==> src/sv/lsc_pkg.sv <==
// Shared types, widths and helpers for the line segment window clipper.
package lsc_pkg;

  localparam int COORD_BITS    = 16;
  localparam int FRACTION_BITS = 16;
  localparam int NUM_TESTS     = 4;

  // Differences of two coordinates need one more bit; their magnitudes fit COORD_BITS.
  localparam int DIFF_W = COORD_BITS + 1;
  localparam int MAG_W  = COORD_BITS;
  // Quotient holds the integer bit plus FRACTION_BITS fraction bits.
  localparam int QUO_W  = FRACTION_BITS + 1;
  // Signed ratio wide enough for -1 and for one above 1.0.
  localparam int RAT_W  = FRACTION_BITS + 3;
  localparam int PROD_W = MAG_W + QUO_W;

  localparam logic [2:0] CFG_LEFT   = 3'd0;
  localparam logic [2:0] CFG_BOTTOM = 3'd1;
  localparam logic [2:0] CFG_RIGHT  = 3'd2;
  localparam logic [2:0] CFG_TOP    = 3'd3;

  // How the ratio of one boundary test is settled.
  typedef enum logic [5:0] {
    R_ZERO    = 6'b000001,
    R_NEG     = 6'b000010,
    R_OVER    = 6'b000100,
    R_DIV     = 6'b001000,
    R_PAR_OK  = 6'b010000,
    R_PAR_REJ = 6'b100000
  } ratio_kind_t;

  typedef struct packed {
    ratio_kind_t        kind;
    logic               p_neg;
    logic [MAG_W-1:0]   den;
    logic [MAG_W-1:0]   rem;
    logic [QUO_W-1:0]   quo;
  } lane_t;

  typedef struct packed {
    logic                         valid;
    logic signed [COORD_BITS-1:0] sx;
    logic signed [COORD_BITS-1:0] sy;
    logic signed [DIFF_W-1:0]     dx;
    logic signed [DIFF_W-1:0]     dy;
    lane_t [NUM_TESTS-1:0]        lane;
  } item_t;

  function automatic logic [MAG_W-1:0] mag(input logic signed [DIFF_W-1:0] v);
    logic [DIFF_W-1:0] a;
    a = v[DIFF_W-1] ? DIFF_W'(-v) : DIFF_W'(v);
    return a[MAG_W-1:0];
  endfunction

endpackage

==> src/sv/lsc_div_cell.sv <==
// One cell of the divider chain: one quotient bit for each of the four tests.
module lsc_div_cell import lsc_pkg::*; (
  input  logic  clk,
  input  logic  rst,
  input  item_t item_in,
  output item_t item_out
);

  item_t            item_next;
  logic [MAG_W:0]   shifted;
  logic [MAG_W:0]   diff;

  always_comb begin
    item_next = item_in;
    item_next.valid = item_in.valid && !rst;
    shifted = '0;
    diff = '0;
    for (int i = 0; i < NUM_TESTS; i++) begin
      shifted = {item_in.lane[i].rem, 1'b0};
      diff = shifted - {1'b0, item_in.lane[i].den};
      if (shifted >= {1'b0, item_in.lane[i].den}) begin
        item_next.lane[i].rem = diff[MAG_W-1:0];
        item_next.lane[i].quo = {item_in.lane[i].quo[QUO_W-2:0], 1'b1};
      end else begin
        item_next.lane[i].rem = shifted[MAG_W-1:0];
        item_next.lane[i].quo = {item_in.lane[i].quo[QUO_W-2:0], 1'b0};
      end
    end
  end

  always_ff @(posedge clk) begin
    item_out <= item_next;
  end

endmodule

==> config.mk <==
export PLATFORM = sky130hd
export DESIGN_NAME = lsc_div_cell
export DESIGN_NICKNAME = d
export VERILOG_FILES = /design/src/sv/lsc_pkg.sv /design/src/sv/lsc_div_cell.sv
export SDC_FILE = /design/constraint.sdc
export NUM_CORES = 1
export LEC_CHECK = 0
export ABC_AREA = 1
export BUFFER_PORTS_ARGS = -buffer_cell sky130_fd_sc_hd__clkbuf_2
export CAP_MARGIN = 20
export CORE_AREA = 2 2 228 230
export CTS_CLUSTER_DIAMETER = 40
export CTS_CLUSTER_SIZE = 40
export DETAILED_ROUTE_END_ITERATION = 8
export DIE_AREA = 0 0 230 232
export HOLD_SLACK_MARGIN = 0.08
export PLACE_DENSITY = 0.55
export SYNTH_ARGS = -nofsm -noshare
export SYNTH_HDL_FRONTEND = slang
export SYNTH_SLANG_ARGS = --single-unit
export TNS_END_PERCENT = 5
==> constraint.sdc <==
create_clock -name clk -period 1.39 [get_ports clk]
set_input_delay 0 -clock clk [delete_from_list [all_inputs] [get_ports clk]]
set_output_delay 0 -clock clk [all_outputs]
set_load 0.02 [all_outputs]
Yosys cells after proc, flatten, opt, wreduce, memory -nomap -nowiden. Index checks and enable logic that the tools add are counted.

Flip-flop bits (word level): 291. Input bits: 293. Output and inout port bits: 291. Logic and storage cells: 43.

Add/subtract/negate cells: 4. Magnitude comparators: 4. Mux-type cells: 4. Reduce and logical (&&, ||, !) cells: 2.

Operators by type and width (number): 33-bit 2-to-1 mux (4); 17-bit by 16-bit >= comparator with 1-bit output (4); 16-bit subtractor (4); 1-bit logical AND (1); 1-bit zero test (1).

Depth between registers and ports, before layout.
Depth after elaboration: 2. Gate-level depth with buffers: 15. Gate-level depth less buffers: 13.

Least setup slack after synthesis. Ideal clock, no wire load.

Path type: input-to-reg. From: input item_in[147] in the netlist's numbering. To: register item_out[142] in the netlist's numbering. Library setup time: 113 ps. Arrival: 1211 ps. Required time: 1277 ps. Slack: 66 ps. Stages on the path: 13. Path buffers: 2. Path through: inv_1 ha_1 buf_2 nand2_1 nor2_2 nand3_1 nand3_2 nand2_2 nand2_4 inv_4 buf_6 nand2_1 nand2_1.

RTL lines: from (decl) (line lsc_div_cell.sv:5) `input item_t item_in,`; to (signal assigned) (line lsc_div_cell.sv:32) `item_out <= item_next;`; to (decl) (line lsc_div_cell.sv:6) `output item_t item_out`.

==> flow_summary.ini <==
[status]
outcome = finished, violations left
violations = hold timing, setup timing

[power]
clkPwrFrac_pct = 42.4
cellLeakagePower_nw = 12.2
power_density_nw_per_um2 = 1200
swShare_pct = 30.0
p_int_w = 0.0191
comb_power_share_pct = 23.5
irDropWorstVdd_v = 0.00158
p_sw_w = 0.00819
seqPwrFrac_pct = 34.1

[logic_synthesis]
ys.flop_type = dfxtp_1
synth_edf_count = 0
synth_top_area_share_pct = 52.4
netlist_instances = 1339
synth_seq_area_share_pct = 52.4
synth_cell_types = 32
synthTopCellsByArea = dfxtp_1 52%, nand2_1 15%, inv_1 7.4%, ha_1 7.2%, nand3_1 4.1%
syn_area_per_cell_um2 = 8.30
yosys.area.top_type = dfxtp_1
synth_area_um2 = 11100
ys_ff_latch = 291
syn_nets = 1700
synthArstFlopShare_pct = 0
ys_warn_count = 0

[floorplanning]
placementRows = 83
die_h_um = 232
core_area_um2 = 50900
io-pin-count = 584
initial_core_util_pct = 21.8
die_area_um2 = 53400
dieWidth_um = 230

[worst_hold_path]
hold_class = input pin to register

[critical_path]
crit_path_end_kind = register
cp_max_fo = 2
worstPathArrival_ns = 1.94
crit_type = input pin to register
cp-start-kind = input pin
critPathRequiredTime_ns = 1.85

[sta]
setup_ws_ns = -0.0921
slew_viol_final = 0
finalSetupTns_ns = -0.0921
tightest_slew_ns = 0.317
finalSetupViolations = 1
final.min_clock_period_ns = 1.48
rsz0062_at_grt = yes
slew_headroom_pct = 78.8
max_freq_ghz = 0.675
holdWs_ns = -0.453
period_share_pct = 107
hold_viol = 17

[finish]
area.growth.synth_to_final_pct = 105
largest_register = item_out
nNetsFinal = 3001
stdcell_area_um2 = 22800
instances_no_fill = 3361
drive_above_1_share_pct = 35.0
largestRegisters = item_out: 291 flops
largest_reg_flops = 291

[place]
numPortBuffers = 579
numPlacedInstances = 2796
dp_hpwl_um = 33500
gp_congestion = 0.875
place_ws_ns = -0.287
postPlaceCellArea_um2 = 16400

[clocking]
ctsRootBufferMaster = clkbuf_16
cts_inserted_buffers = 47
clkTransAtPathRegs_ns = 0.06
clkSinkCount = 291
clock_path_buffers = 3
htree_levels = 2
cts_tree = yes

[global_routing]
grt_max_degree = 18
grt_pass1_wl_um = 73900
overflow = 0
grt_pass1_vias = 14076
antenna_found_initial = 7
grtUsageTotal_pct = 17.4

[route]
vias = 13338
drt_iter0_drc = 524
viasPerCell = 3.97
drc = 0
wl_um = 48700
ant_nets = 0
routedWlPerCell_um = 14.5
drtPass1Iterations = 5

[flow_run]
maxCapViolCount = 0
[cells in the mapped netlist, types with 6 or more instances]
master / count
ha_1: 64
nand3_1: 90
xor2_1: 20
nor3_1: 7
nand3b_1: 15
xnor2_1: 6
inv_1: 220
nor2_1: 54
nand2_1: 436
buf_6: 6
and2_1: 11
dfxtp_1: 291
a21oi_1: 37
nor2_2: 11
nand2_2: 6
buf_2: 6
nand3_2: 9
nand4_1: 19
nand2_4: 6
[path summary, 6_finish.rpt]
kind | endpoint | from | depth (start not counted) | slack (ns)
worst max-delay path | item_out[186] | item_in[201] | 7 | -0.09
worst min-delay path | item_out[93] | item_in[93] | 1 | -0.45
[critical path, stage by stage]
cell	delay, ns
dlygate4sd3_1	0.55
clkbuf_2	0.14
fa_2	0.53
dlygate4sd3_1	0.54
inv_1	0.05
nand2_1	0.06
o21ai_1	0.07
[power groups by stage]
| stage | sequential (W) | combinational, W | clock [W] |
|---|---|---|---|
| after floorplan | 0.0103 | 0.00179 | 0 |
| after global placement | 0.00946 | 0.00516 | 0 |
| after detailed placement | 0.00947 | 0.00518 | 0 |
| after CTS | 0.00930 | 0.00624 | 0.0118 |
| after global routing | 0.00937 | 0.00697 | 0.0123 |
| final | 0.00932 | 0.00642 | 0.0116 |
[cells by family after synthesis]
kind of cell    after synthesis  share of synthesized area [%]
xor+xnor                     26                           2.05
buf+inv                     237                           8.59
compound gates               43                           1.98
fa+ha+maj                    68                           7.93
flops                       291                           52.4
simple gates                674                           27.0
[per-layer routing]
metal | share of wire (%) | GRT usage [%] | routed length, µm | up-vias
met1 | 39 | 19.2 | 19000 | 6059
met5 | 0.055 | 0 | 27 | -
li1 | - | - | - | 6752
met2 | 52 | 32.2 | 25200 | 418
met3 | 6.2 | 4.24 | 3020 | 105
met4 | 3.1 | 6.57 | 1490 | 4
[cells in the final DEF (no fill, tap or decap), types with 34 or more instances in the layout]
master / Yosys / routed
dfxtp_1: 291 / 291
a21oi_1: 37 / 34
clkbuf_16: 0 / 48
dlygate4sd3_1: 0 / 472
nand3_1: 90 / 87
inv_1: 220 / 217
ha_1: 64 / 62
buf_4: 2 / 212
nand2_1: 436 / 433
nor2_1: 54 / 53
clkbuf_2: 0 / 579
[timing repair]
action,4_1_cts,5_1_grt
endpoints found under the setup margin,0,56
hold endpoints to repair,290,40
buffers inserted,0,2
hold buffers,447,28
gates resized for setup,0,23
[area by class of cell]
| type | instances | area, µm² |
|---|---|---|
| Antenna cell | 5 | 12.5 |
| Clock buffer | 56 | 1280 |
| Clock inverter | 29 | 328 |
| Fill cell | 4792 | 28100 |
| Inverter | 223 | 845 |
| Multi-Input combinational cell | 811 | 4410 |
| Sequential cell | 291 | 5830 |
| Tap cell | 680 | 851 |
| Timing Repair Buffer | 1266 | 9270 |
[per-stage QoR]
stage	total power [W]	util [%]
global route	0.0286	44.8
floorplan	0.0121	-
CTS	0.0274	44.1
detailed placement	0.0146	32.2
global placement	0.0146	32.2
finish	0.0273	44.8
(Power assumes the default switching activity.)
