### src/sv/lsc_pkg.sv
// Shared types, widths and helpers for the line segment window clipper.
package lsc_pkg;

  localparam int COORD_BITS    = 16;
  localparam int FRACTION_BITS = 16;
  localparam int NUM_TESTS     = 4;

  // Differences of two coordinates need one more bit; their magnitudes fit COORD_BITS.
  localparam int DIFF_W = COORD_BITS + 1;
  localparam int MAG_W  = COORD_BITS;
  // Quotient holds the integer bit plus FRACTION_BITS fraction bits.
  localparam int QUO_W  = FRACTION_BITS + 1;
  // Signed ratio wide enough for -1 and for one above 1.0.
  localparam int RAT_W  = FRACTION_BITS + 3;
  localparam int PROD_W = MAG_W + QUO_W;

  localparam logic [2:0] CFG_LEFT   = 3'd0;
  localparam logic [2:0] CFG_BOTTOM = 3'd1;
  localparam logic [2:0] CFG_RIGHT  = 3'd2;
  localparam logic [2:0] CFG_TOP    = 3'd3;

  // How the ratio of one boundary test is settled.
  typedef enum logic [5:0] {
    R_ZERO    = 6'b000001,
    R_NEG     = 6'b000010,
    R_OVER    = 6'b000100,
    R_DIV     = 6'b001000,
    R_PAR_OK  = 6'b010000,
    R_PAR_REJ = 6'b100000
  } ratio_kind_t;

  typedef struct packed {
    ratio_kind_t        kind;
    logic               p_neg;
    logic [MAG_W-1:0]   den;
    logic [MAG_W-1:0]   rem;
    logic [QUO_W-1:0]   quo;
  } lane_t;

  typedef struct packed {
    logic                         valid;
    logic signed [COORD_BITS-1:0] sx;
    logic signed [COORD_BITS-1:0] sy;
    logic signed [DIFF_W-1:0]     dx;
    logic signed [DIFF_W-1:0]     dy;
    lane_t [NUM_TESTS-1:0]        lane;
  } item_t;

  function automatic logic [MAG_W-1:0] mag(input logic signed [DIFF_W-1:0] v);
    logic [DIFF_W-1:0] a;
    a = v[DIFF_W-1] ? DIFF_W'(-v) : DIFF_W'(v);
    return a[MAG_W-1:0];
  endfunction

endpackage

### src/sv/lsc_prep.sv
// Front stage: forms the boundary terms and the first quotient step of each test.
module lsc_prep import lsc_pkg::*; (
  input  logic                         clk,
  input  logic                         rst,
  input  logic                         in_valid,
  input  logic signed [COORD_BITS-1:0] sx,
  input  logic signed [COORD_BITS-1:0] sy,
  input  logic signed [COORD_BITS-1:0] ex,
  input  logic signed [COORD_BITS-1:0] ey,
  input  logic signed [COORD_BITS-1:0] win_left,
  input  logic signed [COORD_BITS-1:0] win_bottom,
  input  logic signed [COORD_BITS-1:0] win_right,
  input  logic signed [COORD_BITS-1:0] win_top,
  output item_t                        item
);

  item_t                    item_next;
  logic signed [DIFF_W-1:0] dx, dy;
  logic signed [DIFF_W-1:0] p [NUM_TESTS];
  logic signed [DIFF_W-1:0] q [NUM_TESTS];
  logic [MAG_W-1:0]         ap, aq;

  always_comb begin
    dx = DIFF_W'(ex) - DIFF_W'(sx);
    dy = DIFF_W'(ey) - DIFF_W'(sy);
    p[0] = -dx;  q[0] = DIFF_W'(sx) - DIFF_W'(win_left);
    p[1] = dx;   q[1] = DIFF_W'(win_right) - DIFF_W'(sx);
    p[2] = -dy;  q[2] = DIFF_W'(sy) - DIFF_W'(win_bottom);
    p[3] = dy;   q[3] = DIFF_W'(win_top) - DIFF_W'(sy);
    // Reset clears the valid bit on its way into the register.
    item_next.valid = in_valid && !rst;
    item_next.sx = sx;
    item_next.sy = sy;
    item_next.dx = dx;
    item_next.dy = dy;
    ap = '0;
    aq = '0;
    for (int i = 0; i < NUM_TESTS; i++) begin
      ap = mag(p[i]);
      aq = mag(q[i]);
      item_next.lane[i].p_neg = p[i][DIFF_W-1];
      item_next.lane[i].den   = ap;
      if (p[i] == '0) begin
        item_next.lane[i].kind = q[i][DIFF_W-1] ? R_PAR_REJ : R_PAR_OK;
      end else if (q[i] == '0) begin
        item_next.lane[i].kind = R_ZERO;
      end else if (p[i][DIFF_W-1] != q[i][DIFF_W-1]) begin
        item_next.lane[i].kind = R_NEG;
      end else if (aq > ap) begin
        item_next.lane[i].kind = R_OVER;
      end else begin
        item_next.lane[i].kind = R_DIV;
      end
      // Integer bit of the quotient; it is set whenever |q| is at least |p|.
      if (aq >= ap) begin
        item_next.lane[i].quo = QUO_W'(1);
        item_next.lane[i].rem = aq - ap;
      end else begin
        item_next.lane[i].quo = '0;
        item_next.lane[i].rem = aq;
      end
    end
  end

  always_ff @(posedge clk) begin
    item <= item_next;
  end

endmodule

### config.mk
export PLATFORM = sky130hd
export DESIGN_NAME = lsc_prep
export DESIGN_NICKNAME = d
export VERILOG_FILES = /design/src/sv/lsc_pkg.sv /design/src/sv/lsc_prep.sv
export SDC_FILE = /design/constraint.sdc
export NUM_CORES = 1
export LEC_CHECK = 0
export BUFFER_PORTS_ARGS = -buffer_cell sky130_fd_sc_hd__buf_2
export CAP_MARGIN = 40
export CORE_MARGIN = 2
export CORE_UTILIZATION = 40
export DETAILED_ROUTE_END_ITERATION = 16
export PLACE_DENSITY_LB_ADDON = 0.25
export SYNTH_ARGS = -nofsm -noshare
export SYNTH_HDL_FRONTEND = slang
export SYNTH_SLANG_ARGS = --single-unit
### constraint.sdc
create_clock -name clk -period 21.8 [get_ports clk]
set_clock_uncertainty 0.1 [all_clocks]
set_input_delay 5.45 -clock clk [delete_from_list [all_inputs] [get_ports clk]]
set_output_delay 5.45 -clock clk [all_outputs]
set_load 0.01 [all_outputs]
* Word-level counts from Yosys, hierarchy flattened
Index checks and enable logic that the tools add are counted.
** Storage, ports and cells
- Register bits after elaboration :: 291
- Bits of input ports :: 131
** Operators by class
- $add $sub $neg :: 18
- Order comparisons :: 8
- Equality and inequality tests :: 4
- Multiplexer cells :: 32
- Reductions and logical operators :: 10
** Operators with widths (count)
- $logic_not 17->1 :: 8
- $mux 33 :: 4
- $mux 16 :: 8
- $sub 16x16->17 :: 6
- $neg 16->16 :: 6
- $ge 16x16->1 :: 4
- $gt 16x16->1 :: 4
- $sub 16x16->16 :: 4
- $mux 4 :: 12
- $mux 6 :: 8
- $neg 17->17 :: 2
- $ne 1x1->1 :: 4
- $logic_and 1x1->1 :: 1
- $logic_not 1->1 :: 1

* Longest topological paths before layout
- Depth after elaboration :: 9
- Gate-level depth with buffers :: 35

* Worst setup path before layout
OpenSTA, ideal clock, no wires.
- Path kind :: input-to-reg
- Start point :: input port ey[0]
- End point :: register item[136] (netlist name)
- Arrival time :: 12.527 ns
- Required time :: 21.579 ns
- Setup slack :: 9.052 ns
- Cell stages on the path :: 34
- Path buffers :: 4
- Cell sequence :: inv_1 > ha_1 > fa_1 > nand2b_1 > a21oi_1 > xnor2_1 > inv_2 > a2111oi_2 > nand2_1 > nor3_1 > nand2b_1 > or4_1 > clkbuf_1 > nor3_1 > ha_1 > clkbuf_1 > clkbuf_1 > nor2_1 > xor2_1 > ha_1 > nor2b_1 > o21ai_0 > a21boi_0 > o211ai_1 > a21oi_1 > a211o_1 > o41ai_1 > inv_1 > o21bai_1 > nor2_4 > nor2_4 > inv_6 > buf_12 > mux2_4
** RTL lines
- from (decl) :: line lsc_prep.sv:9 : input logic signed [COORD_BITS-1:0] ey,
- to (signal assigned) :: line lsc_prep.sv:66 : item <= item_next;
- to (decl) :: line lsc_prep.sv:14 : output item_t item

==> flow_summary.yaml <==
floorplanning:
  placementRows: 75
  core_mm2: 0.04223
  start_util: 0.4073
  die-area_mm2: 0.04468
  ioPinCount: 422
  die_y_um: 211.4
  die_w_um: 211.4
timing:
  hold_viol_final: 0
  setup_viol: 0
  setup_ws_ps: 8694
  whs_ps: 4939
  rsz0062_at_grt: "no"
  max_freq_ghz: 0.07630
  worst_pin_slew_ps: 921.8
  final_max_slew_viol_count: 0
  setup_tns_ps: 0
  period_needed_ps: 13110
  min_period_over_period: 0.6012
  relSlewSlack: 0.3798
layout:
  largest_reg_flops: 221
  drive_above_1_share: 0.2114
  reg_top3: "item (221)"
  synthToLayoutAreaGrowth_pct: 17.16
  fin_nets: 2703
  post-route-util: 0.4772
  max_flop_register: "item"
  insertedDiodeCount: 0
clock_network:
  clockBufferDepth: 3
  cts_tree: "yes"
  cts_setup_buffers: 0
  clk_pin_slew_ps: 60
  hold_buffers: 0
  cts.sinks: 221
  cts_buffers: 26
  cts-root-buf: "clkbuf_16"
  htree_levels: 1
  post_cts_resized: 0
route:
  first_pass_iters: 7
  routed_wl_um: 51950
  vias: 15254
  drt_iter0_drc: 768
  vias_per_cell: 5.169
  postRouteAntennaNets: 0
  drcViolationCount: 0
  wire_per_inst_um: 17.60
placed_design:
  place_ws_ps: 8255
  numPortBuffers: 357
  hpwl_um: 43760
  place.gp.congestion: 0.9871
run_status:
  status: "completed"
grt:
  grt.busiest_layer: "met2"
  grt_remaining_overflow: 0
  grtUsageMet3: 0.03531
  use_met1: 0.2636
  grt_pass1_vias: 14852
  grt_max_degree: 22
  antenna_found_initial: 4
  track_usage: 0.2252
  grt_use_met2: 0.4123
  grt_pass1_wl_um: 79180
pwr:
  finalPower_mw: 2.491
  peakVddDrop_uv: 62.38
  power_leakage_nw: 9.537
  power_density_mw_per_mm2: 123.6
worst_setup_path:
  worstSetupStartpointType: "input pin"
  crit_buf_inv: 5
  end_kind: "flop"
  critPathArrivalTime_ps: 13440
  path_delay_family: "compound AO/OA/AOI/OAI gates"
  crit_fanout: 19
  crit_slowest_cell: "a2111oi_2"
  crit_type: "in2reg"
  critPathMaxStageDelay_ps: 610
  worst_ep_required_time_ps: 22140
logic_synthesis:
  ys.flop_type: "dfxtp_1"
  synth.top_cells.by_count: "dfxtp_1 (221), inv_1 (207), xnor2_1 (174)"
  synth_compound_area_frac: 0.1740
  syn_area_per_cell_um2: 8.420
  synth_edf_count: 0
  async_flop_share: 0
  ys_top_cells_by_area: "dfxtp_1 (26%), ha_1 (12%), xnor2_1 (8.9%)"
  synth.distinct_cells: 96
  synth_top_family_by_area: "compound AO/OA/AOI/OAI gates"
  netlist_area_mm2: 0.01720
  yosysTopAreaCell: "dfxtp_1"
  syn_inst: 2043
  synthMuxAreaShare: 0.04772
  yosysTopAreaCellShare: 0.2572
  yosys_warnings: 0
  synth.most_common_cell: "dfxtp_1"
  yosysSeqAreaShare: 0.2572
  synth-simple-area-share: 0.1709
  synthXorXnorAreaFrac: 0.1296
  yosys.area_share.adder: 0.1344
  yosys_register_bits: 221
min_path:
  hold_path_class: "in2reg"
flow_run:
  cap_violations: 0
==> kinds of logic (layout without fill, tap and decap cells) <==
kind of cell / after synthesis / count (layout)
AO/OA/AOI/OAI: 430 / 430
XOR/XNOR: 247 / 247
adder cells (fa/ha/maj): 179 / 179
buffers and inverters: 318 / 624
flip-flops: 221 / 221
multiplexers: 73 / 73
other: 1 / 64
AND/OR/NAND/NOR: 574 / 574
==> stage by stage <==
| step | instances | instance area, um2 |
|---|---|---|
| 2_1_floorplan | 2106 | 17440 |
| 3_3_place_gp | 2905 | 19280 |
| 3_5_place_dp | 2905 | 19280 |
| 4_1_cts | 2951 | 20150 |
| 5_1_grt | 2951 | 20150 |
| 6_report | 2951 | 20150 |
==> worst paths after layout <==
check | from | slack (ps) | end | cells past startpoint
worst max-delay path | sy[0] | 8690 | item[141] | 30
worst min-delay path | sx[15] | 4940 | item[289] | 1
==> where the power goes <==
group / switching, mW / total [mW] / internal, mW
Combinational: 0.820 / 1.46 / 0.640
Sequential: 0.0427 / 0.592 / 0.549
Clock: 0.180 / 0.439 / 0.259
==> layout make-up <==
| class | instances | area, um2 |
|---|---|---|
| multi-input combinational | 1567 | 11530 |
| sequential | 221 | 4424 |
| tap | 539 | 674.4 |
| clock buffer | 37 | 773.2 |
| timing repair buffer | 365 | 1847 |
| fill | 4083 | 22070 |
| clock inverter | 9 | 95.09 |
| inverter | 213 | 804.5 |
==> placed cells by master, fill, tap and decap left out, drive strengths merged, types with 27 or more instances in the layout <==
cell type    n
xnor2      176
nor2       159
dfxtp      221
xor2        69
mux2        57
nor2b       33
a21oi       99
clkbuf      37
inv        211
o21ai       84
nand3       37
nand2      111
nor4        27
nor3        60
ha         168
conb        64
buf        365
a21o        34
==> routing by layer <==
metal	vias up	routed length [um]	share of wire
met1	6966	21540	0.41
met3	107	2769	0.053
met2	462	25570	0.49
met4	4	2035	0.039
li1	7715	-	-
met5	-	27	0.00052
(Power assumes the default switching activity.)
