### config.mk
export PLATFORM = sky130hd
export DESIGN_NAME = lsc_place
export DESIGN_NICKNAME = d
export VERILOG_FILES = /design/src/sv/lsc_pkg.sv /design/src/sv/lsc_place.sv
export SDC_FILE = /design/constraint.sdc
export NUM_CORES = 2
export LEC_CHECK = 0
export ABC_AREA = 1
export BUFFER_PORTS_ARGS = -buffer_cell sky130_fd_sc_hd__buf_4
export CORE_MARGIN = 5
export CORE_UTILIZATION = 45
export DETAILED_ROUTE_END_ITERATION = 6
export SYNTH_ARGS = -nofsm -noshare
export SYNTH_HDL_FRONTEND = slang
export SYNTH_SLANG_ARGS = --single-unit
### constraint.sdc
create_clock -name clk -period 6.95 [get_ports clk]
set_clock_uncertainty 0.2 [all_clocks]
set_input_delay 1.39 -clock clk [delete_from_list [all_inputs] [get_ports clk]]
set_output_delay 1.39 -clock clk [all_outputs]
set_load 0.03 [all_outputs]
### src/sv/lsc_pkg.sv
// Shared types, widths and helpers for the line segment window clipper.
package lsc_pkg;

  localparam int COORD_BITS    = 16;
  localparam int FRACTION_BITS = 16;
  localparam int NUM_TESTS     = 4;

  // Differences of two coordinates need one more bit; their magnitudes fit COORD_BITS.
  localparam int DIFF_W = COORD_BITS + 1;
  localparam int MAG_W  = COORD_BITS;
  // Quotient holds the integer bit plus FRACTION_BITS fraction bits.
  localparam int QUO_W  = FRACTION_BITS + 1;
  // Signed ratio wide enough for -1 and for one above 1.0.
  localparam int RAT_W  = FRACTION_BITS + 3;
  localparam int PROD_W = MAG_W + QUO_W;

  localparam logic [2:0] CFG_LEFT   = 3'd0;
  localparam logic [2:0] CFG_BOTTOM = 3'd1;
  localparam logic [2:0] CFG_RIGHT  = 3'd2;
  localparam logic [2:0] CFG_TOP    = 3'd3;

  // How the ratio of one boundary test is settled.
  typedef enum logic [5:0] {
    R_ZERO    = 6'b000001,
    R_NEG     = 6'b000010,
    R_OVER    = 6'b000100,
    R_DIV     = 6'b001000,
    R_PAR_OK  = 6'b010000,
    R_PAR_REJ = 6'b100000
  } ratio_kind_t;

  typedef struct packed {
    ratio_kind_t        kind;
    logic               p_neg;
    logic [MAG_W-1:0]   den;
    logic [MAG_W-1:0]   rem;
    logic [QUO_W-1:0]   quo;
  } lane_t;

  typedef struct packed {
    logic                         valid;
    logic signed [COORD_BITS-1:0] sx;
    logic signed [COORD_BITS-1:0] sy;
    logic signed [DIFF_W-1:0]     dx;
    logic signed [DIFF_W-1:0]     dy;
    lane_t [NUM_TESTS-1:0]        lane;
  } item_t;

  function automatic logic [MAG_W-1:0] mag(input logic signed [DIFF_W-1:0] v);
    logic [DIFF_W-1:0] a;
    a = v[DIFF_W-1] ? DIFF_W'(-v) : DIFF_W'(v);
    return a[MAG_W-1:0];
  endfunction

endpackage

### src/sv/lsc_place.sv
// Back end: rounds the ratios, runs the four tests and places the clipped endpoints.
module lsc_place import lsc_pkg::*; (
  input  logic                         clk,
  input  logic                         rst,
  input  item_t                        item,
  output logic                         done,
  output logic                         visible,
  output logic signed [COORD_BITS-1:0] clipped_start_x,
  output logic signed [COORD_BITS-1:0] clipped_start_y,
  output logic signed [COORD_BITS-1:0] clipped_end_x,
  output logic signed [COORD_BITS-1:0] clipped_end_y
);

  localparam logic signed [RAT_W-1:0] ONE_FX = RAT_W'(1) <<< FRACTION_BITS;
  localparam logic [PROD_W:0]         HALF   = (PROD_W+1)'(1) << (FRACTION_BITS - 1);

  // Stage 1: rounded ratios.
  logic                         s1_valid;
  logic signed [RAT_W-1:0]      s1_r [NUM_TESTS];
  ratio_kind_t                  s1_kind [NUM_TESTS];
  logic                         s1_pneg [NUM_TESTS];
  logic signed [COORD_BITS-1:0] s1_sx, s1_sy;
  logic signed [DIFF_W-1:0]     s1_dx, s1_dy;
  logic signed [RAT_W-1:0]      r_next [NUM_TESTS];
  logic [MAG_W:0]               twice_rem;

  always_comb begin
    twice_rem = '0;
    for (int i = 0; i < NUM_TESTS; i++) begin
      twice_rem = {item.lane[i].rem, 1'b0};
      case (item.lane[i].kind)
        R_NEG:   r_next[i] = '1;
        R_OVER:  r_next[i] = ONE_FX + RAT_W'(1);
        R_DIV:   r_next[i] = RAT_W'(item.lane[i].quo)
                   + RAT_W'(twice_rem >= {1'b0, item.lane[i].den});
        default: r_next[i] = '0;
      endcase
    end
  end

  always_ff @(posedge clk) begin
    for (int i = 0; i < NUM_TESTS; i++) begin
      s1_r[i]    <= r_next[i];
      s1_kind[i] <= item.lane[i].kind;
      s1_pneg[i] <= item.lane[i].p_neg;
    end
    s1_sx <= item.sx;
    s1_sy <= item.sy;
    s1_dx <= item.dx;
    s1_dy <= item.dy;
    if (rst) begin
      s1_valid <= 1'b0;
    end else begin
      s1_valid <= item.valid;
    end
  end

  // Stage 2: the four boundary tests in order left, right, bottom, top.
  logic                         s2_valid, s2_ok;
  logic [QUO_W-1:0]             s2_u1, s2_u2;
  logic                         s2_xneg, s2_yneg;
  logic [MAG_W-1:0]             s2_ax, s2_ay;
  logic signed [COORD_BITS-1:0] s2_sx, s2_sy;
  logic                         ok_next;
  logic signed [RAT_W-1:0]      u1, u2;

  always_comb begin
    ok_next = 1'b1;
    u1 = '0;
    u2 = ONE_FX;
    for (int i = 0; i < NUM_TESTS; i++) begin
      if (s1_kind[i] == R_PAR_REJ) begin
        ok_next = 1'b0;
      end else if (s1_kind[i] == R_PAR_OK) begin
        ok_next = ok_next;
      end else if (s1_pneg[i]) begin
        if (s1_r[i] > u2) begin
          ok_next = 1'b0;
        end else if (s1_r[i] > u1) begin
          u1 = s1_r[i];
        end
      end else begin
        if (s1_r[i] < u1) begin
          ok_next = 1'b0;
        end else if (s1_r[i] < u2) begin
          u2 = s1_r[i];
        end
      end
    end
  end

  always_ff @(posedge clk) begin
    s2_ok   <= ok_next;
    s2_u1   <= u1[QUO_W-1:0];
    s2_u2   <= u2[QUO_W-1:0];
    s2_xneg <= s1_dx[DIFF_W-1];
    s2_yneg <= s1_dy[DIFF_W-1];
    s2_ax   <= mag(s1_dx);
    s2_ay   <= mag(s1_dy);
    s2_sx   <= s1_sx;
    s2_sy   <= s1_sy;
    if (rst) begin
      s2_valid <= 1'b0;
    end else begin
      s2_valid <= s1_valid;
    end
  end

  // Stage 3: the four products of delta and parameter.
  logic                         s3_valid, s3_ok, s3_xneg, s3_yneg;
  logic [PROD_W-1:0]            s3_px1, s3_py1, s3_px2, s3_py2;
  logic signed [COORD_BITS-1:0] s3_sx, s3_sy;

  always_ff @(posedge clk) begin
    s3_px1  <= PROD_W'(s2_ax) * PROD_W'(s2_u1);
    s3_py1  <= PROD_W'(s2_ay) * PROD_W'(s2_u1);
    s3_px2  <= PROD_W'(s2_ax) * PROD_W'(s2_u2);
    s3_py2  <= PROD_W'(s2_ay) * PROD_W'(s2_u2);
    s3_ok   <= s2_ok;
    s3_xneg <= s2_xneg;
    s3_yneg <= s2_yneg;
    s3_sx   <= s2_sx;
    s3_sy   <= s2_sy;
    if (rst) begin
      s3_valid <= 1'b0;
    end else begin
      s3_valid <= s2_valid;
    end
  end

  // Stage 4: round each product and step away from the start point.
  function automatic logic [COORD_BITS-1:0] place(
    input logic [COORD_BITS-1:0] s,
    input logic                  neg,
    input logic [PROD_W-1:0]     prod
  );
    logic [PROD_W:0]     rounded;
    logic [MAG_W-1:0]    m;
    rounded = {1'b0, prod} + HALF;
    m = rounded[FRACTION_BITS +: MAG_W];
    return neg ? COORD_BITS'(s - m) : COORD_BITS'(s + m);
  endfunction

  always_ff @(posedge clk) begin
    visible         <= s3_ok;
    clipped_start_x <= s3_ok ? place(s3_sx, s3_xneg, s3_px1) : '0;
    clipped_start_y <= s3_ok ? place(s3_sy, s3_yneg, s3_py1) : '0;
    clipped_end_x   <= s3_ok ? place(s3_sx, s3_xneg, s3_px2) : '0;
    clipped_end_y   <= s3_ok ? place(s3_sy, s3_yneg, s3_py2) : '0;
    if (rst) begin
      done <= 1'b0;
    end else begin
      done <= s3_valid;
    end
  end

endmodule
; ---- Word-level counts from Yosys, hierarchy flattened
; Memories as Yosys holds them, arrays and structs flattened.
; Index checks and enable logic that the tools add are counted.
[classes]
eq_ne = 20
n_shift = 0
muxes = 69
n_mul = 4
reduce_logical = 0
magnitude_cmp = 20
n_bitwise = 0
n_addsub = 18
div = 0
[ops]
columns = cell, count
row1 = $mux W19, 30
row2 = $pmux W19 S3, 4
row3 = $mux W17, 10
row4 = $add A32 B16 Y32 const B, 4
row5 = $mul A16 B17 Y32, 4
row6 = $gt A19 B19 Y1, 6
row7 = $lt A19 B19 Y1, 6
row8 = $mux W16, 6
row9 = $add A17 B1 Y18, 4
row10 = $ge A17 B16 Y1, 4
row11 = $add A16 B16 Y16, 4
row12 = $sub A16 B16 Y16, 4
row13 = $neg A16 Y16, 2
row14 = $eq A6 B2 Y1 const B, 4
row15 = $eq A6 B3 Y1 const B, 4
row16 = $eq A6 B4 Y1 const B, 4
row17 = $eq A6 B5 Y1 const B, 4
row18 = $eq A6 B6 Y1 const B, 4
row19 = $gt A19 B1 Y1 const B, 1
row20 = $gt A19 B18 Y1 const B, 1
row21 = $lt A19 B1 Y1 const B, 1
row22 = $lt A19 B18 Y1 const B, 1
row23 = $mux W1, 19
[word_totals]
in_bits = 293
out_inout_bits = 66
ramBits = 104
n_memories = 3
register_bits = 399
wordCells = 165
latchBits = 0
mem_bits_ro = 0
[memory_table]
columns = name, depth, word_bits, read_ports, rd_ports_with_merged_regs, write_ports, line_no
row1 = s1_r, 4, 19, 4, 0, 4, lsc_place.sv:19  ; logic signed [RAT_W-1:0] s1_r [NUM_TESTS];
row2 = s1_kind, 4, 6, 4, 0, 4, lsc_place.sv:20  ; ratio_kind_t s1_kind [NUM_TESTS];
row3 = s1_pneg, 4, 1, 4, 0, 4, lsc_place.sv:21  ; logic s1_pneg [NUM_TESTS];

; ---- Logic depth before layout (Yosys ltp)
; An unclocked memory read counts as a cell.
[logic_depth]
depth_word = 25
ltp_mapped = 58
depth_no_buf = 55

; ---- Worst setup path after synthesis
; Ideal clock, no wire load.
[synth_timing]
path_kind = reg2reg
startpoint = memory s1_kind[0][3] in the netlist's numbering
endpoint = register s2_u1[10]
arrival_ps = 6255
setup_ps = 58
path_stages_with_launch = 57
path_buffers = 4
synth_period_minus_slack_ps = 6513
setup_slack_ps = 437
required_time_ps = 6692
path_cell_list = dfxtp_1 nor2_1 nand2_1 nor3_1 inv_1 nand3_1 clkbuf_1 nor2_1 inv_1 ha_1 nand2_1 inv_1 o21ai_0 nand2_1 o21a_1 o21ai_0 nand2_1 a21oi_1 [21 not listed] nand2_1 inv_2 buf_4 nand2_1 nand2_1 ha_1 nand2_1 or2_2 nand3_1 nand2_1 nand3_1 nand2_1 nand3_1 nand4_2 inv_2 buf_2 nand2_1 nand2_1
[synth_lines]
columns = element, line_no
row1 = from (decl), lsc_place.sv:20
row2 = to (signal assigned), lsc_place.sv:94  ; s2_u1 <= u1[QUO_W-1:0];
row3 = to (decl), lsc_place.sv:60  ; logic [QUO_W-1:0] s2_u1, s2_u2;

==> impl_metrics.env <==
export IMPL_fp_dieH_um=373.2
export IMPL_postCtsHoldBufs=0
export IMPL_final_net_count=10155
export IMPL_finalCritPeriodShare_pct=99.56
export IMPL_drive_gt1_share_pct=12.83
export IMPL_start_util_pct=45.20
export IMPL_gp_congestion=0.9361
export IMPL_layout_setup_ws_ns=0.03038
export IMPL_critPathMaxStageDelay_ns=0.37
export IMPL_holdCritPathClass="reg2reg"
export IMPL_status="finished clean"
export IMPL_h_tree_depth=2
export IMPL_core_area_um2=131300
export IMPL_root_buffer="clkbuf_16"
export IMPL_postRouteWirelength_um=175500
export IMPL_rsz0062_at_grt="true"
export IMPL_worstPathMaxFanout=7
export IMPL_yosys_area_top_type_share_pct=27.93
export IMPL_num_vias=51337
export IMPL_largest_register="s1_r"
export IMPL_gr_total_overflow=0
export IMPL_synth_seq_cells=443
export IMPL_cts_sinks=443
export IMPL_clkTransAtPathRegs_ns=0.06
export IMPL_cpMostUsedCell="nand2_2"
export IMPL_utilization_pct=52.75
export IMPL_p_leak_nw=37.12
export IMPL_yosys_warnings=0
export IMPL_synth_edf_count=0
export IMPL_multi_input_area_um2=43590
export IMPL_start_kind="flip-flop"
export IMPL_die_area_um2=139300
export IMPL_boundaryPins=359
export IMPL_post_drt_via_cell_ratio=5.039
export IMPL_slew_headroom_pct=30.54
export IMPL_preCtsSetupSlack_ns=-0.2083
export IMPL_max_freq_mhz=144.5
export IMPL_grt_max_degree=50
export IMPL_mappedNetlistArea_um2=59350
export IMPL_clk_path_buf_depth=3
export IMPL_cp_end_kind="flip-flop"
export IMPL_critPathRequiredTime_ns=7.30
export IMPL_ys_top_cells_by_count="nand2_1, inv_1, fa_1, ha_1, dfxtp_1"
export IMPL_antenna_found_initial=3
export IMPL_syn_area_per_cell_um2=7.524
export IMPL_syn2layout_area_growth_pct=16.69
export IMPL_drc=0
export IMPL_dp_hpwl_um=142100
export IMPL_regArea_um2=8877
export IMPL_ant_nets=0
export IMPL_maxCapViolCount=0
export IMPL_drtIter0Drc=2993
export IMPL_arrival_ns=7.27
export IMPL_hold_viol=0
export IMPL_num_rows=133
export IMPL_cts_tree="built"
export IMPL_ys_flop_type="dfxtp_1"
export IMPL_synth_area_leaders="fa_1, dfxtp_1, ha_1"
export IMPL_synth_most_common_cell="nand2_1"
export IMPL_port_buffers=358
export IMPL_grt_pass1_vias=52642
export IMPL_synth_cells=7888
export IMPL_ir_drop_mv=0.5136
export IMPL_p_per_area_nw_per_um2=453.7
export IMPL_fin_crit_ns=6.920
export IMPL_die_width_um=373.2
export IMPL_async_flop_share_pct=0
export IMPL_ys_types=59
export IMPL_finalSetupViolCount=0
export IMPL_finalMaxSlewViolations=0
export IMPL_yosysSeqAreaShare_pct=14.94
export IMPL_largest_reg_flops=76
export IMPL_antenna_cells=0
export IMPL_numCtsBuffers=52
export IMPL_grt_pass1_wl_um=281300
export IMPL_firstDrtPassIters=5
export IMPL_whs_ns=0.1240
export IMPL_worst_pin_slew_ns=1.040
export IMPL_wl_per_cell_um=17.23
export IMPL_crit_type="reg2reg"
export IMPL_fill_cells=12699
export IMPL_largestRegisters="s1_r x76, s1_kind x24"
export IMPL_track_usage_pct=24.90
export IMPL_slowest_stage="ha_1"
export IMPL_insertion_delay_ns=0.67
export IMPL_synth_area_leader_cell="fa_1"
layer usage:
metal,global-route usage (%),up-vias,share of wire (%)
li1,-,24827,-
met1,33.45,24756,44
met2,42.25,1483,47
met3,3.473,271,6.0
met5,0,-,0
met4,6.762,0,3.0
kinds of logic after synthesis:
group | share of synthesized area (%)
simple gates | 19.78
buf+inv | 13.53
fa+ha+maj | 41.50
compound gates | 7.227
flops | 14.94
xor+xnor | 3.008
other cells | 0.006318
report_power, final:
part | internal [mW] | leakage, nW | switching (mW)
clock | 1.59 | 0.864 | 1.22
combinational | 9.13 | 32.6 | 15.8
sequential | 3.13 | 3.68 | 0.548
final timing paths:
check | startpoint | end | slack [ns] | cells after the start
worst max-delay path | s1_pneg[0] | s2_u1[12] | 0.03 | 51
worst min-delay path | s1_sy[15] | s2_sy[15] | 0.12 | 0
worst max register to register | s1_pneg[0] | s2_u1[12] | 0.03 | 51
worst min register to register | s1_sy[15] | s2_sy[15] | 0.12 | 0
placed cells by master (no fill, tap or decap), types with 56 or more instances in the layout:
cell,netlist,layout
clkbuf_16,0,56
buf_4,5,667
ha_1,644,613
fa_1,828,828
xnor2_1,62,62
dfxtp_1,443,436
nor3_1,70,64
xor2_1,140,140
a21oi_1,327,315
nor2_1,357,332
o21ai_0,245,229
nand2_1,2028,1964
nand4_1,70,70
nand3_1,254,220
nand2_2,12,65
inv_1,1839,1833
layout make-up:
class,instances,area share [%]
multi-input combinational,5324,62.94
sequential,443,12.82
inverter,1856,10.11
timing repair buffer,713,8.413
tap,1755,3.170
clock buffer,62,2.034
clock inverter,35,0.5203
critical path, delay by kind of cell, from the launching register on:
family,cells,cell delay (ns)
flops,1,0.33
buf+inv,11,1.26
simple gates,31,3.35
fa+ha+maj,4,1.18
compound gates,5,0.46
through the flow:
stage	std cells	power, mW	TNS, ns	instance area [um2]
after floorplan	7890	20.93	0	59360
after global placement	10057	28.02	-4.821	65950
after detailed placement	10057	28.23	-5.536	65950
after CTS	10163	31.32	0	67880
after global routing	10188	35.29	-12.07	69260
final	10188	31.42	0	69260
repair_timing:
item	in CTS	in global routing
gates cloned	2	7
pin swaps	3	80
setup endpoints to repair	34	36
resized for setup	19	256
setup buffers	7	19
Note: power is estimated with default switching activity, not from simulation.
